==> config.mk <==
export PLATFORM = sky130hd
export DESIGN_NAME = block_buffer_refcount_table
export DESIGN_NICKNAME = d
export VERILOG_FILES = /design/src/hw/rtl/bbrc_pkg.sv /design/src/hw/rtl/bbrc_ram.sv /design/src/hw/rtl/bbrc_scan.sv /design/src/hw/rtl/block_buffer_refcount_table.sv
export SDC_FILE = /design/constraint.sdc
export NUM_CORES = 2
export LEC_CHECK = 0
export BUFFER_PORTS_ARGS = -buffer_cell sky130_fd_sc_hd__buf_2
export CAP_MARGIN = 30
export CORE_AREA = 2 2 640 642
export DETAILED_ROUTE_END_ITERATION = 6
export DIE_AREA = 0 0 642 644
export GPL_TIMING_DRIVEN = 0
export SLEW_MARGIN = 20
export SYNTH_ARGS = -nofsm -noshare
export SYNTH_HDL_FRONTEND = slang
export SYNTH_SLANG_ARGS = --single-unit
==> constraint.sdc <==
create_clock -name i_clk -period 11.3 [get_ports i_clk]
set_input_delay 2.825 -clock i_clk [delete_from_list [all_inputs] [get_ports i_clk]]
set_output_delay 2.825 -clock i_clk [all_outputs]
set_load 0.05 [all_outputs]
==> src/hw/rtl/bbrc_pkg.sv <==
// Shared types and constants for the reference-counted block buffer table.
// Used by bbrc_ram users, bbrc_scan and block_buffer_refcount_table.
package bbrc_pkg;

    localparam int NUM_SLOTS  = 32;
    localparam int SLOT_W     = (NUM_SLOTS > 1) ? $clog2(NUM_SLOTS) : 1;
    localparam int SCAN_SLOTS = (NUM_SLOTS < 32) ? NUM_SLOTS : 32;
    localparam int IDX_EXT_W  = 11;

    localparam int COUNT_W = 16;
    localparam logic [COUNT_W-1:0] COUNT_MAX = '1;

    localparam logic [1:0] REQ_GET     = 2'd0;
    localparam logic [1:0] REQ_RELEASE = 2'd1;
    localparam logic [1:0] REQ_PIN     = 2'd2;
    localparam logic [1:0] REQ_UNPIN   = 2'd3;

    localparam logic [1:0] ST_OK       = 2'd0;
    localparam logic [1:0] ST_NO_FREE  = 2'd1;
    localparam logic [1:0] ST_ZERO     = 2'd2;
    localparam logic [1:0] ST_OVERFLOW = 2'd3;

    typedef struct packed {
        logic [1:0]  req_type;
        logic [15:0] device;
        logic [31:0] block_number;
        logic [4:0]  slot_in;
    } t_req;

    typedef struct packed {
        logic [4:0]         slot_out;
        logic               hit;
        logic               needs_read;
        logic [1:0]         status;
        logic [COUNT_W-1:0] count_after;
    } t_result;

    // One slot entry as stored in the table memory
    typedef struct packed {
        logic               valid;
        logic [COUNT_W-1:0] count;
        logic [15:0]        device;
        logic [31:0]        block;
    } t_word;

    localparam int WORD_W = $bits(t_word);

    // Outcome of a get scan
    typedef struct packed {
        logic               hit;
        logic [SLOT_W-1:0]  hit_idx;
        logic [COUNT_W-1:0] hit_count;
        logic               hit_valid;
        logic               free;
        logic [SLOT_W-1:0]  free_idx;
    } t_scan;

    typedef enum logic [2:0] {
        S_IDLE,
        S_SCAN,
        S_DRAIN,
        S_READ,
        S_APPLY
    } t_state;

endpackage

==> src/hw/rtl/bbrc_ram.sv <==
// Generic single-write, single-read synchronous RAM with registered read data.
// No dependencies.
module bbrc_ram #(
    parameter int WIDTH = 8,
    parameter int DEPTH = 32
) (
    input  logic                           i_clk,
    input  logic                           i_we,
    input  logic [$clog2(DEPTH)-1:0]       i_waddr,
    input  logic [WIDTH-1:0]               i_wdata,
    input  logic                           i_re,
    input  logic [$clog2(DEPTH)-1:0]       i_raddr,
    output logic [WIDTH-1:0]               o_rdata
);

    logic [WIDTH-1:0] r_mem [DEPTH];
    logic [WIDTH-1:0] r_rdata;

    always_ff @(posedge i_clk) begin
        if (i_we) begin
            r_mem[i_waddr] <= i_wdata;
        end
        if (i_re) begin
            r_rdata <= r_mem[i_raddr];
        end
    end

    assign o_rdata = r_rdata;

endmodule

==> src/hw/rtl/bbrc_scan.sv <==
// Get scan tracker: watches the stream of table reads and keeps the first
// held slot whose tags match and the first slot with a zero count.
// Depends on bbrc_pkg.
module bbrc_scan (
    input  logic                          i_clk,
    input  logic                          i_rst_n,
    input  logic                          i_clear,
    input  logic                          i_vld,
    input  logic [bbrc_pkg::SLOT_W-1:0]   i_idx,
    input  bbrc_pkg::t_word               i_word,
    input  logic [15:0]                   i_device,
    input  logic [31:0]                   i_block,
    output bbrc_pkg::t_scan               o_scan
);

    bbrc_pkg::t_scan r_scan, n_scan;
    logic            match;
    logic            is_free;

    always_comb begin
        match   = (i_word.count != '0) && (i_word.device == i_device)
                  && (i_word.block == i_block);
        is_free = (i_word.count == '0);
        n_scan  = r_scan;
        if (i_clear) begin
            n_scan = '0;
        end else if (i_vld) begin
            // keep only the lowest slot of each kind
            if (match && !r_scan.hit) begin
                n_scan.hit       = 1'b1;
                n_scan.hit_idx   = i_idx;
                n_scan.hit_count = i_word.count;
                n_scan.hit_valid = i_word.valid;
            end
            if (is_free && !r_scan.free) begin
                n_scan.free     = 1'b1;
                n_scan.free_idx = i_idx;
            end
        end
    end

    always_ff @(posedge i_clk) begin
        if (!i_rst_n) begin
            r_scan <= '0;
        end else begin
            r_scan <= n_scan;
        end
    end

    assign o_scan = r_scan;

endmodule

==> src/hw/rtl/block_buffer_refcount_table.sv <==
// Top level of the reference-counted block buffer table.
// Depends on bbrc_pkg, bbrc_ram and bbrc_scan.
//
// Usage:
//   Present a request on i_req and raise start; the transaction is taken at
//   the clock edge where start is high and busy is low. busy stays high
//   until the request is finished. The result appears on o_result for
//   exactly one cycle with o_strobe high; the receiver cannot stall it.
//   A new request may be taken in the same cycle that o_strobe is high.
//   A get steps through S_SCAN, S_DRAIN and S_APPLY; release, pin and
//   unpin step through S_READ and S_APPLY. The result is registered at
//   the end of S_APPLY.
//   A get reads every slot entry through the single read port of the table
//   memory, one entry per cycle, then writes back at most one entry; that scan
//   sets the rate. Release, pin and unpin read one entry and write at most one.
//   Reset clears the per-slot written flags, so every slot reads as
//   count zero and not valid; no clearing pass over the memory is needed
//   and a request may start in the first cycle after reset.
module block_buffer_refcount_table (
    input  logic              i_clk,
    input  logic              i_rst_n,
    input  logic              start,
    input  bbrc_pkg::t_req    i_req,
    output logic              busy,
    output logic              o_strobe,
    output bbrc_pkg::t_result o_result
);

    localparam logic [bbrc_pkg::SLOT_W-1:0] SCAN_LAST =
        bbrc_pkg::SLOT_W'(bbrc_pkg::SCAN_SLOTS - 1);

    bbrc_pkg::t_state  r_state, n_state;
    bbrc_pkg::t_req    r_req;
    logic [bbrc_pkg::SLOT_W-1:0]  r_addr, n_addr;
    logic                         r_scan_vld;
    logic [bbrc_pkg::SLOT_W-1:0]  r_rd_idx;
    logic [bbrc_pkg::NUM_SLOTS-1:0] r_init, n_init;
    logic                         r_strobe;
    bbrc_pkg::t_result            r_result, n_result;

    logic                         accept;
    logic                         ram_re;
    logic [bbrc_pkg::SLOT_W-1:0]  ram_raddr;
    logic [bbrc_pkg::WORD_W-1:0]  ram_q;
    logic                         ram_we;
    logic                         wr_req;
    logic [bbrc_pkg::SLOT_W-1:0]  wr_addr;
    bbrc_pkg::t_word              wr_word;
    bbrc_pkg::t_word              q_word;
    bbrc_pkg::t_scan              scan;
    logic                         scan_clear;
    logic [bbrc_pkg::IDX_EXT_W-1:0] slot_ext;
    logic [bbrc_pkg::SLOT_W-1:0]  slot_addr;
    logic                         slot_in_range;

    assign busy     = (r_state != bbrc_pkg::S_IDLE);
    assign accept   = start && !busy;
    assign o_strobe = r_strobe;
    assign o_result = r_result;

    assign slot_ext      = bbrc_pkg::IDX_EXT_W'(r_req.slot_in);
    assign slot_addr     = slot_ext[bbrc_pkg::SLOT_W-1:0];
    assign slot_in_range = slot_ext < bbrc_pkg::IDX_EXT_W'(bbrc_pkg::NUM_SLOTS);

    // Never-written entries read as the reset value
    assign q_word = r_init[r_rd_idx] ? bbrc_pkg::t_word'(ram_q) : '0;

    assign scan_clear = accept;

    // Next state
    always_comb begin
        n_state = r_state;
        case (r_state)
            bbrc_pkg::S_IDLE: begin
                if (accept) begin
                    if (i_req.req_type == bbrc_pkg::REQ_GET) begin
                        n_state = bbrc_pkg::S_SCAN;
                    end else begin
                        n_state = bbrc_pkg::S_READ;
                    end
                end
            end
            bbrc_pkg::S_SCAN: begin
                if (r_addr == SCAN_LAST) begin
                    n_state = bbrc_pkg::S_DRAIN;
                end
            end
            bbrc_pkg::S_DRAIN: n_state = bbrc_pkg::S_APPLY;
            bbrc_pkg::S_READ:  n_state = bbrc_pkg::S_APPLY;
            bbrc_pkg::S_APPLY: n_state = bbrc_pkg::S_IDLE;
            default:           n_state = bbrc_pkg::S_IDLE;
        endcase
    end

    // Memory read control
    always_comb begin
        ram_re    = 1'b0;
        ram_raddr = slot_addr;
        n_addr    = r_addr;
        case (r_state)
            bbrc_pkg::S_IDLE: begin
                n_addr = '0;
            end
            bbrc_pkg::S_SCAN: begin
                ram_re    = 1'b1;
                ram_raddr = r_addr;
                n_addr    = r_addr + 1'b1;
            end
            bbrc_pkg::S_READ: begin
                ram_re = 1'b1;
            end
            default: begin
                ram_re = 1'b0;
            end
        endcase
    end

    // Result and write-back for the finishing request
    always_comb begin
        wr_req   = 1'b0;
        wr_addr  = slot_addr;
        wr_word  = q_word;
        n_result = '0;
        if (r_req.req_type == bbrc_pkg::REQ_GET) begin
            if (scan.hit) begin
                n_result.slot_out = 5'(scan.hit_idx);
                n_result.hit      = 1'b1;
                wr_addr           = scan.hit_idx;
                if (scan.hit_count == bbrc_pkg::COUNT_MAX) begin
                    n_result.status      = bbrc_pkg::ST_OVERFLOW;
                    n_result.count_after = bbrc_pkg::COUNT_MAX;
                end else begin
                    wr_req               = 1'b1;
                    wr_word.valid        = 1'b1;
                    wr_word.count        = scan.hit_count + 1'b1;
                    wr_word.device       = r_req.device;
                    wr_word.block        = r_req.block_number;
                    n_result.needs_read  = !scan.hit_valid;
                    n_result.status      = bbrc_pkg::ST_OK;
                    n_result.count_after = scan.hit_count + 1'b1;
                end
            end else if (scan.free) begin
                // claim the free slot; the caller fills it from disk
                wr_req               = 1'b1;
                wr_addr              = scan.free_idx;
                wr_word.valid        = 1'b1;
                wr_word.count        = bbrc_pkg::COUNT_W'(1);
                wr_word.device       = r_req.device;
                wr_word.block        = r_req.block_number;
                n_result.slot_out    = 5'(scan.free_idx);
                n_result.needs_read  = 1'b1;
                n_result.status      = bbrc_pkg::ST_OK;
                n_result.count_after = bbrc_pkg::COUNT_W'(1);
            end else begin
                n_result.status = bbrc_pkg::ST_NO_FREE;
            end
        end else begin
            n_result.slot_out = r_req.slot_in;
            if (!slot_in_range) begin
                n_result.status = bbrc_pkg::ST_ZERO;
            end else if (r_req.req_type == bbrc_pkg::REQ_PIN) begin
                if (q_word.count == bbrc_pkg::COUNT_MAX) begin
                    n_result.status      = bbrc_pkg::ST_OVERFLOW;
                    n_result.count_after = bbrc_pkg::COUNT_MAX;
                end else begin
                    wr_req               = 1'b1;
                    wr_word.count        = q_word.count + 1'b1;
                    n_result.status      = bbrc_pkg::ST_OK;
                    n_result.count_after = q_word.count + 1'b1;
                end
            end else begin
                if (q_word.count == '0) begin
                    n_result.status = bbrc_pkg::ST_ZERO;
                end else begin
                    wr_req               = 1'b1;
                    wr_word.count        = q_word.count - 1'b1;
                    n_result.status      = bbrc_pkg::ST_OK;
                    n_result.count_after = q_word.count - 1'b1;
                end
            end
        end
    end

    assign ram_we = (r_state == bbrc_pkg::S_APPLY) && wr_req;

    always_comb begin
        n_init = r_init;
        if (ram_we) begin
            n_init[wr_addr] = 1'b1;
        end
    end

    always_ff @(posedge i_clk) begin
        if (!i_rst_n) begin
            r_state    <= bbrc_pkg::S_IDLE;
            r_scan_vld <= 1'b0;
            r_init     <= '0;
            r_strobe   <= 1'b0;
        end else begin
            r_state    <= n_state;
            r_scan_vld <= (r_state == bbrc_pkg::S_SCAN);
            r_init     <= n_init;
            r_strobe   <= (r_state == bbrc_pkg::S_APPLY);
        end
    end

    always_ff @(posedge i_clk) begin
        r_addr <= n_addr;
        if (accept) begin
            r_req <= i_req;
        end
        if (ram_re) begin
            r_rd_idx <= ram_raddr;
        end
        if (r_state == bbrc_pkg::S_APPLY) begin
            r_result <= n_result;
        end
    end

    bbrc_ram #(
        .WIDTH (bbrc_pkg::WORD_W),
        .DEPTH (bbrc_pkg::NUM_SLOTS)
    ) u_table (
        .i_clk   (i_clk),
        .i_we    (ram_we),
        .i_waddr (wr_addr),
        .i_wdata (wr_word),
        .i_re    (ram_re),
        .i_raddr (ram_raddr),
        .o_rdata (ram_q)
    );

    bbrc_scan u_scan (
        .i_clk    (i_clk),
        .i_rst_n  (i_rst_n),
        .i_clear  (scan_clear),
        .i_vld    (r_scan_vld),
        .i_idx    (r_rd_idx),
        .i_word   (q_word),
        .i_device (r_req.device),
        .i_block  (r_req.block_number),
        .o_scan   (scan)
    );

endmodule

Yosys cells after proc, flatten, opt, wreduce, memory -nomap -nowiden:

Memory sizes are Yosys's and may differ from the RTL's. A register that Yosys moved wholly into a read port is not among the register bits.
Index checks and enable logic that the tools add are counted.

* memory bits (writable): 2080
* ROM bits: 0
* register bits after elaboration: 156
* logic and storage cells: 119
* bits in latches: 0
* memories kept: 1

Memories
* u_table.r_mem: depth 32, width 65, rd ports 1, clocked after memory_dff 1, write ports 1, line bbrc_ram.sv:16 `logic [WIDTH-1:0] r_mem [DEPTH];`

* reduce and logical (&&, ||, !) cells: 24
* mux-type cells: 51
* $lt $le $gt $ge: 4
* equal/unequal tests: 12
* add/subtract/negate cells: 4
* div/mod/pow operators: 0
* multiply operators: 0
* shifts and indexed selects: 0
* bitwise operators: 2

Operators by type and width (number)
* 2-to-1 mux 65 bit: 4
* 2-to-1 mux 16 bit: 7
* 2-to-1 mux 18 bit: 4
* 2-to-1 mux 48 bit: 1
* 2-to-1 mux 5 bit: 7
* adder 16 x 1 -> 16 bit (second input constant): 2
* == test 16 bit (second input constant): 2
* == test 32 bit: 1
* OR 32 bit: 1
* 2-to-1 mux 19 bit: 1
* less-than comparator 5 x 6 -> 1 bit (second input constant): 3
* 2-to-1 mux 1 bit: 18
* == test 16 bit: 1
* zero test 16 bit: 1
* nonzero test 16 bit: 1
* subtractor 16 x 1 -> 16 bit (second input constant): 1
* one-hot mux 5 bit (2 select lines): 1
* one-hot mux 3 bit (3 select lines): 1
* logical AND 1 bit: 7
* == test 3 x 2 -> 1 bit (second input constant): 2
* 2-to-1 mux 2 bit: 3
* 2-to-1 mux 3 bit: 2
* AND reduction 2 bit: 3
* OR reduction 2 bit: 3
* other kinds (15): 20

Logic depth before layout (Yosys ltp):

* depth after elaboration: 11
* depth in mapped cells: 21
* gate-level depth less buffers: 14

Hierarchy:

Synthesis repeated with hierarchy kept, for this count alone.

* cells, all modules: 4145
* area total of the unflattened synthesis: 90646.9 µm²

By module, submodules not included
* bbrc_ram: times used 1, cells an instance 3147, seq. area each 64411.8 µm², area an instance 80848.8 µm²
* block_buffer_refcount_table: times used 1, cells an instance 791, seq. area each 3443.3 µm², area an instance 7885.1 µm²
* bbrc_scan: times used 1, cells an instance 207, seq. area each 580.6 µm², area an instance 1913.1 µm²

Worst setup path after synthesis:

Ideal clock, no wire load.

* path type: register -> register
* start point: reg r_rd_idx[1] (netlist bit)
* end point: mem u_table.r_mem[23][0] (netlist bit), enable pin
* period minus slack after synthesis: 9988 ps
* data arrival time: 9335 ps
* stages on the path, launching flop included: 20
* buffers on the path: 6
* library setup time: 652 ps
* slack: 1312 ps
* cells stage by stage: edfxtp_1 buf_6 buf_12 mux2i_1 a22oi_1 nand3_1 nand4_1 clkbuf_1 clkbuf_1 clkbuf_1 nand2_1 inv_1 ha_1 nand4_1 or3_1 buf_2 or3_4 a211o_4 clkinv_4 nor4_1

RTL lines
* from (decl): line block_buffer_refcount_table.sv:36 `logic [bbrc_pkg::SLOT_W-1:0] r_rd_idx;`
* from (signal assigned): line block_buffer_refcount_table.sv:213 `r_rd_idx <= ram_raddr;`
* to (decl): line bbrc_ram.sv:16

Worst setup path in the final report:

* start point: reg r_rd_idx[1] (netlist bit)
* end point: mem u_table.r_mem[3][16] (netlist bit), enable pin

* cells in the longest elaborated chain, start to end: 11
* elaborated cells on any way between the ends: 13
* classes of those cells: eq/ne: 1; mux: 10; reduce/logical: 2

Ends and longest elaborated chain
* binary-select mux 1 bit (select 5 bit) (*): line block_buffer_refcount_table.sv:66 `assign q_word = r_init[r_rd_idx] ? bbrc_pkg::t_word'(ram_q) : '0;`
* 2-to-1 mux 1 bit (not written as such) (*): line block_buffer_refcount_table.sv:66
* 2-to-1 mux 65 bit (*): line block_buffer_refcount_table.sv:66
* == test 16 bit / zero test 16 bit (equally long branches): line block_buffer_refcount_table.sv:162, block_buffer_refcount_table.sv:172
* 2-to-1 mux 1 bit (on tied branches): line block_buffer_refcount_table.sv:162, block_buffer_refcount_table.sv:172
* 2-to-1 mux 1 bit (*): line block_buffer_refcount_table.sv:161 `end else if (r_req.req_type == bbrc_pkg::REQ_PIN) begin`
* 2-to-1 mux 1 bit (*): line block_buffer_refcount_table.sv:159 `if (!slot_in_range) begin`
* 2-to-1 mux 1 bit (*): line block_buffer_refcount_table.sv:124 `if (r_req.req_type == bbrc_pkg::REQ_GET) begin`
* logical AND 1 bit (*): line block_buffer_refcount_table.sv:184 `assign ram_we = (r_state == bbrc_pkg::S_APPLY) && wr_req;`
* 2-to-1 mux 1 bit (*): line bbrc_ram.sv:20 `if (i_we) begin`
* 2-to-1 mux 1 bit (not written as such) (*): line bbrc_ram.sv:21 `r_mem[i_waddr] <= i_wdata;`

Every way passes the cells marked *; elsewhere a longest branch is shown, timed or not. The select of a mux whose other input is x is not followed.

==> out/qor.txt <==
Post-DRT Antenna Nets - 0
CTS resizes - 0
Finish-stage setup viols - 0
DIE WIDTH - 642 um
cells after synthesis - 7,437
htree depth - 4
DRC viols - 0
worst-path maximum fanout - 10
final hold vios - 0
total track usage - 14.6%
kind of critical path - reg -> reg
total power draw - 20.5 mW
top cell type's share of synthesized area - 72.0%
routing usage on met1 - 19.4%
Post-synth EDFFs - 2,235
share of post-route cells with drive strength above 1 - 11.0%
Tcrit/Tclk final - 73.3%
Worst Max-Slew Pin Slew - 1080 ps
Critical Path Start - r_rd_idx[1]$_DFFE_PP_
Die ar. - 413,000 um^2
clock sink count - 2,301
Routed WL - 313,000 um
hpwl dp - 230,000 um
crit start category - register
final core occ - 27.8%
hold crit path type - reg -> reg
Worst slew margin - 27.8%
worst hold start - r_init[20]$_SDFFE_PN0P_
Final Max Tran Viols - 0
number of port buffers - 84
sequential cell area fraction in the yosys report - 73.5%
Rows - 235
clock skew - 50.5 ps
Synthesis Warnings - 0
Clock Latency Late Sink - 890 ps
Post-synth top flop - edfxtp_1
number of hold buffers added after CTS - 0
dpl cell area - 106,000 um^2
Avg Synthesized Cell Area - 12.5 um^2
synth-to-layout area growth - 21.5%
Reg clk slew, reported paths - 60 ps
routability cong. - 0.911
CP max-delay cell - nand4_1
Synth area leaders - edfxtp_1, nand2_1, nand3_1, a311oi_1, clkbuf_1
CORE AREA - 408,000 um^2
max-cap viol count - 0
Wirelength per Cell - 22.7 um
Max stage delay on crit path - 800 ps
Starting Density - 22.9%
FMAX - 121 MHz
Mapped Area - 93,200 um^2
vias in the first global route - 61,801
clk root buf - clkbuf_16
Vias - 66,336
met3 usage - 3.53%
# IOs - 85
first-pass GRT wire length - 444,000 um
leading area contributor after synthesis - edfxtp_1
Worst Path Required - 11,940 ps
initial antenna violation count - 26
DR vias/cell - 4.81
FF-to-FF Start - r_rd_idx[1]$_DFFE_PP_
Final min period - 8290 ps
Reg area - 68,400 um^2
crit end category - register
CTS Buffer Depth - 3
final net count - 8,173
CTS tree - yes
CP dominant cell by count - buf_2
flop2flop setup slack - 3010 ps
die height - 644 um
flops & latches, synth - 2,301
GR peak layer - met2
initial DRC count - 10,050
Max IR drop VDD - 0.000189 V
PwrDens - 181 nW/um^2
Layout fillers - 41,448
largest net degree at the start of global routing - 33
syn_nets - 7,503
CP arrival - 8920 ps
first-pass iteration count of the detailed router - 6
met2 global-route usage - 22.5%
fraction of registers with async set/reset - 0%
status - finished clean
Cell variety after synth - 68
gr ovfl total - 0
RSZ-0062 raised after global routing - false
footprint of the multi-input gates - 23,500 um^2
Setup Buffers After CTS - 0
Final Instance Area - 113,000 um^2
CTS Buf Count - 218
P_leak - 38.7 nW
area by class of cell:
class,count,share of cell area [%]
Tap cell,5451,6.02
Clock inverter,119,1.01
Timing Repair Buffer,450,4.57
Clock buffer,279,5.10
Sequential cell,2301,60.5
Inverter,33,0.115
Multi-Input combinational cell,4584,20.8
Buffer,519,1.83
Antenna cell,50,0.111
per-stage QoR:
stage | TNS, ps | instances | hold slack, ps | setup slack [ps]
after floorplan | 0 | 7437 | 424 | 1310
after global placement | -7045200 | 12972 | 435 | -8120
after detailed placement | 0 | 13334 | 441 | 3410
after CTS | 0 | 13732 | 451 | 3370
after global routing | 0 | 13760 | 474 | 2960
final | 0 | 13786 | 449 | 3010
critical path: cells and delay by family, from the launching register on:
kind | cells | cell delay [ps]
AO/OA/AOI/OAI | 2 | 470
adder cells (fa/ha/maj) | 1 | 220
buffers and inverters | 18 | 4640
flip-flops | 1 | 340
multiplexers | 1 | 240
AND/OR/NAND/NOR | 5 | 2060
flip-flops by register name (all words and copies together) (netlist names):
signal / flops
u_scan.o_scan: 29
u_table.r_mem: 2080
o_result: 25
r_addr: 5
r_state: 3
r_rd_idx: 5
o_strobe: 1
r_req: 50
r_scan_vld: 1
slot_addr: 5
u_table.o_rdata: 65
r_init: 32
final timing paths:
check                                   endpoint  cells past startpoint
setup / recovery  u_table.r_mem[3][16]$_DFFE_PP_                     27
hold / removal           r_init[20]$_SDFFE_PN0P_                      2
setup reg to reg  u_table.r_mem[3][16]$_DFFE_PP_                     27
hold reg to reg          r_init[20]$_SDFFE_PN0P_                      2
placed cells by master (no fill, tap or decap), drive strengths merged, types with 91 or more instances in the layout:
cell type / count
nand2: 2299
edfxtp: 2235
nand3: 1085
clkbuf: 750
buf: 498
a311oi: 325
and3: 145
o21ai: 108
clkinv: 93
nor2: 91
Yosys cell counts (63+ instances only):
cell type     n
dfxtp_1      66
nand3_1    1085
clkbuf_1    470
a311oi_1    325
and3_1      145
a21oi_1      63
a31oi_1      74
o21ai_0      92
a21o_1       76
nand2_1    2299
nor2_1       91
edfxtp_1   2235
cells by family after synthesis:
group | share of synthesized area, %
compound gates | 5.91
xor+xnor | 0.461
fa+ha+maj | 0.107
buf+inv | 2.30
flops | 73.5
mux | 0.549
simple gates | 17.2
routing by layer:
layer	share of wire (%)	vias to the layer above
li1	-	28804
met1	39	32960
met2	45	3933
met3	11	635
met4	4.4	4
met5	0.0086	-
where the power goes:
group          total, mW  switching [mW]  internal (mW)  leakage (nW)
logic               3.40            2.48          0.915          14.0
clock network       7.26            3.30           3.97          3.36
registers           9.81          0.0874           9.72          21.3
(Power assumes the default switching activity.)
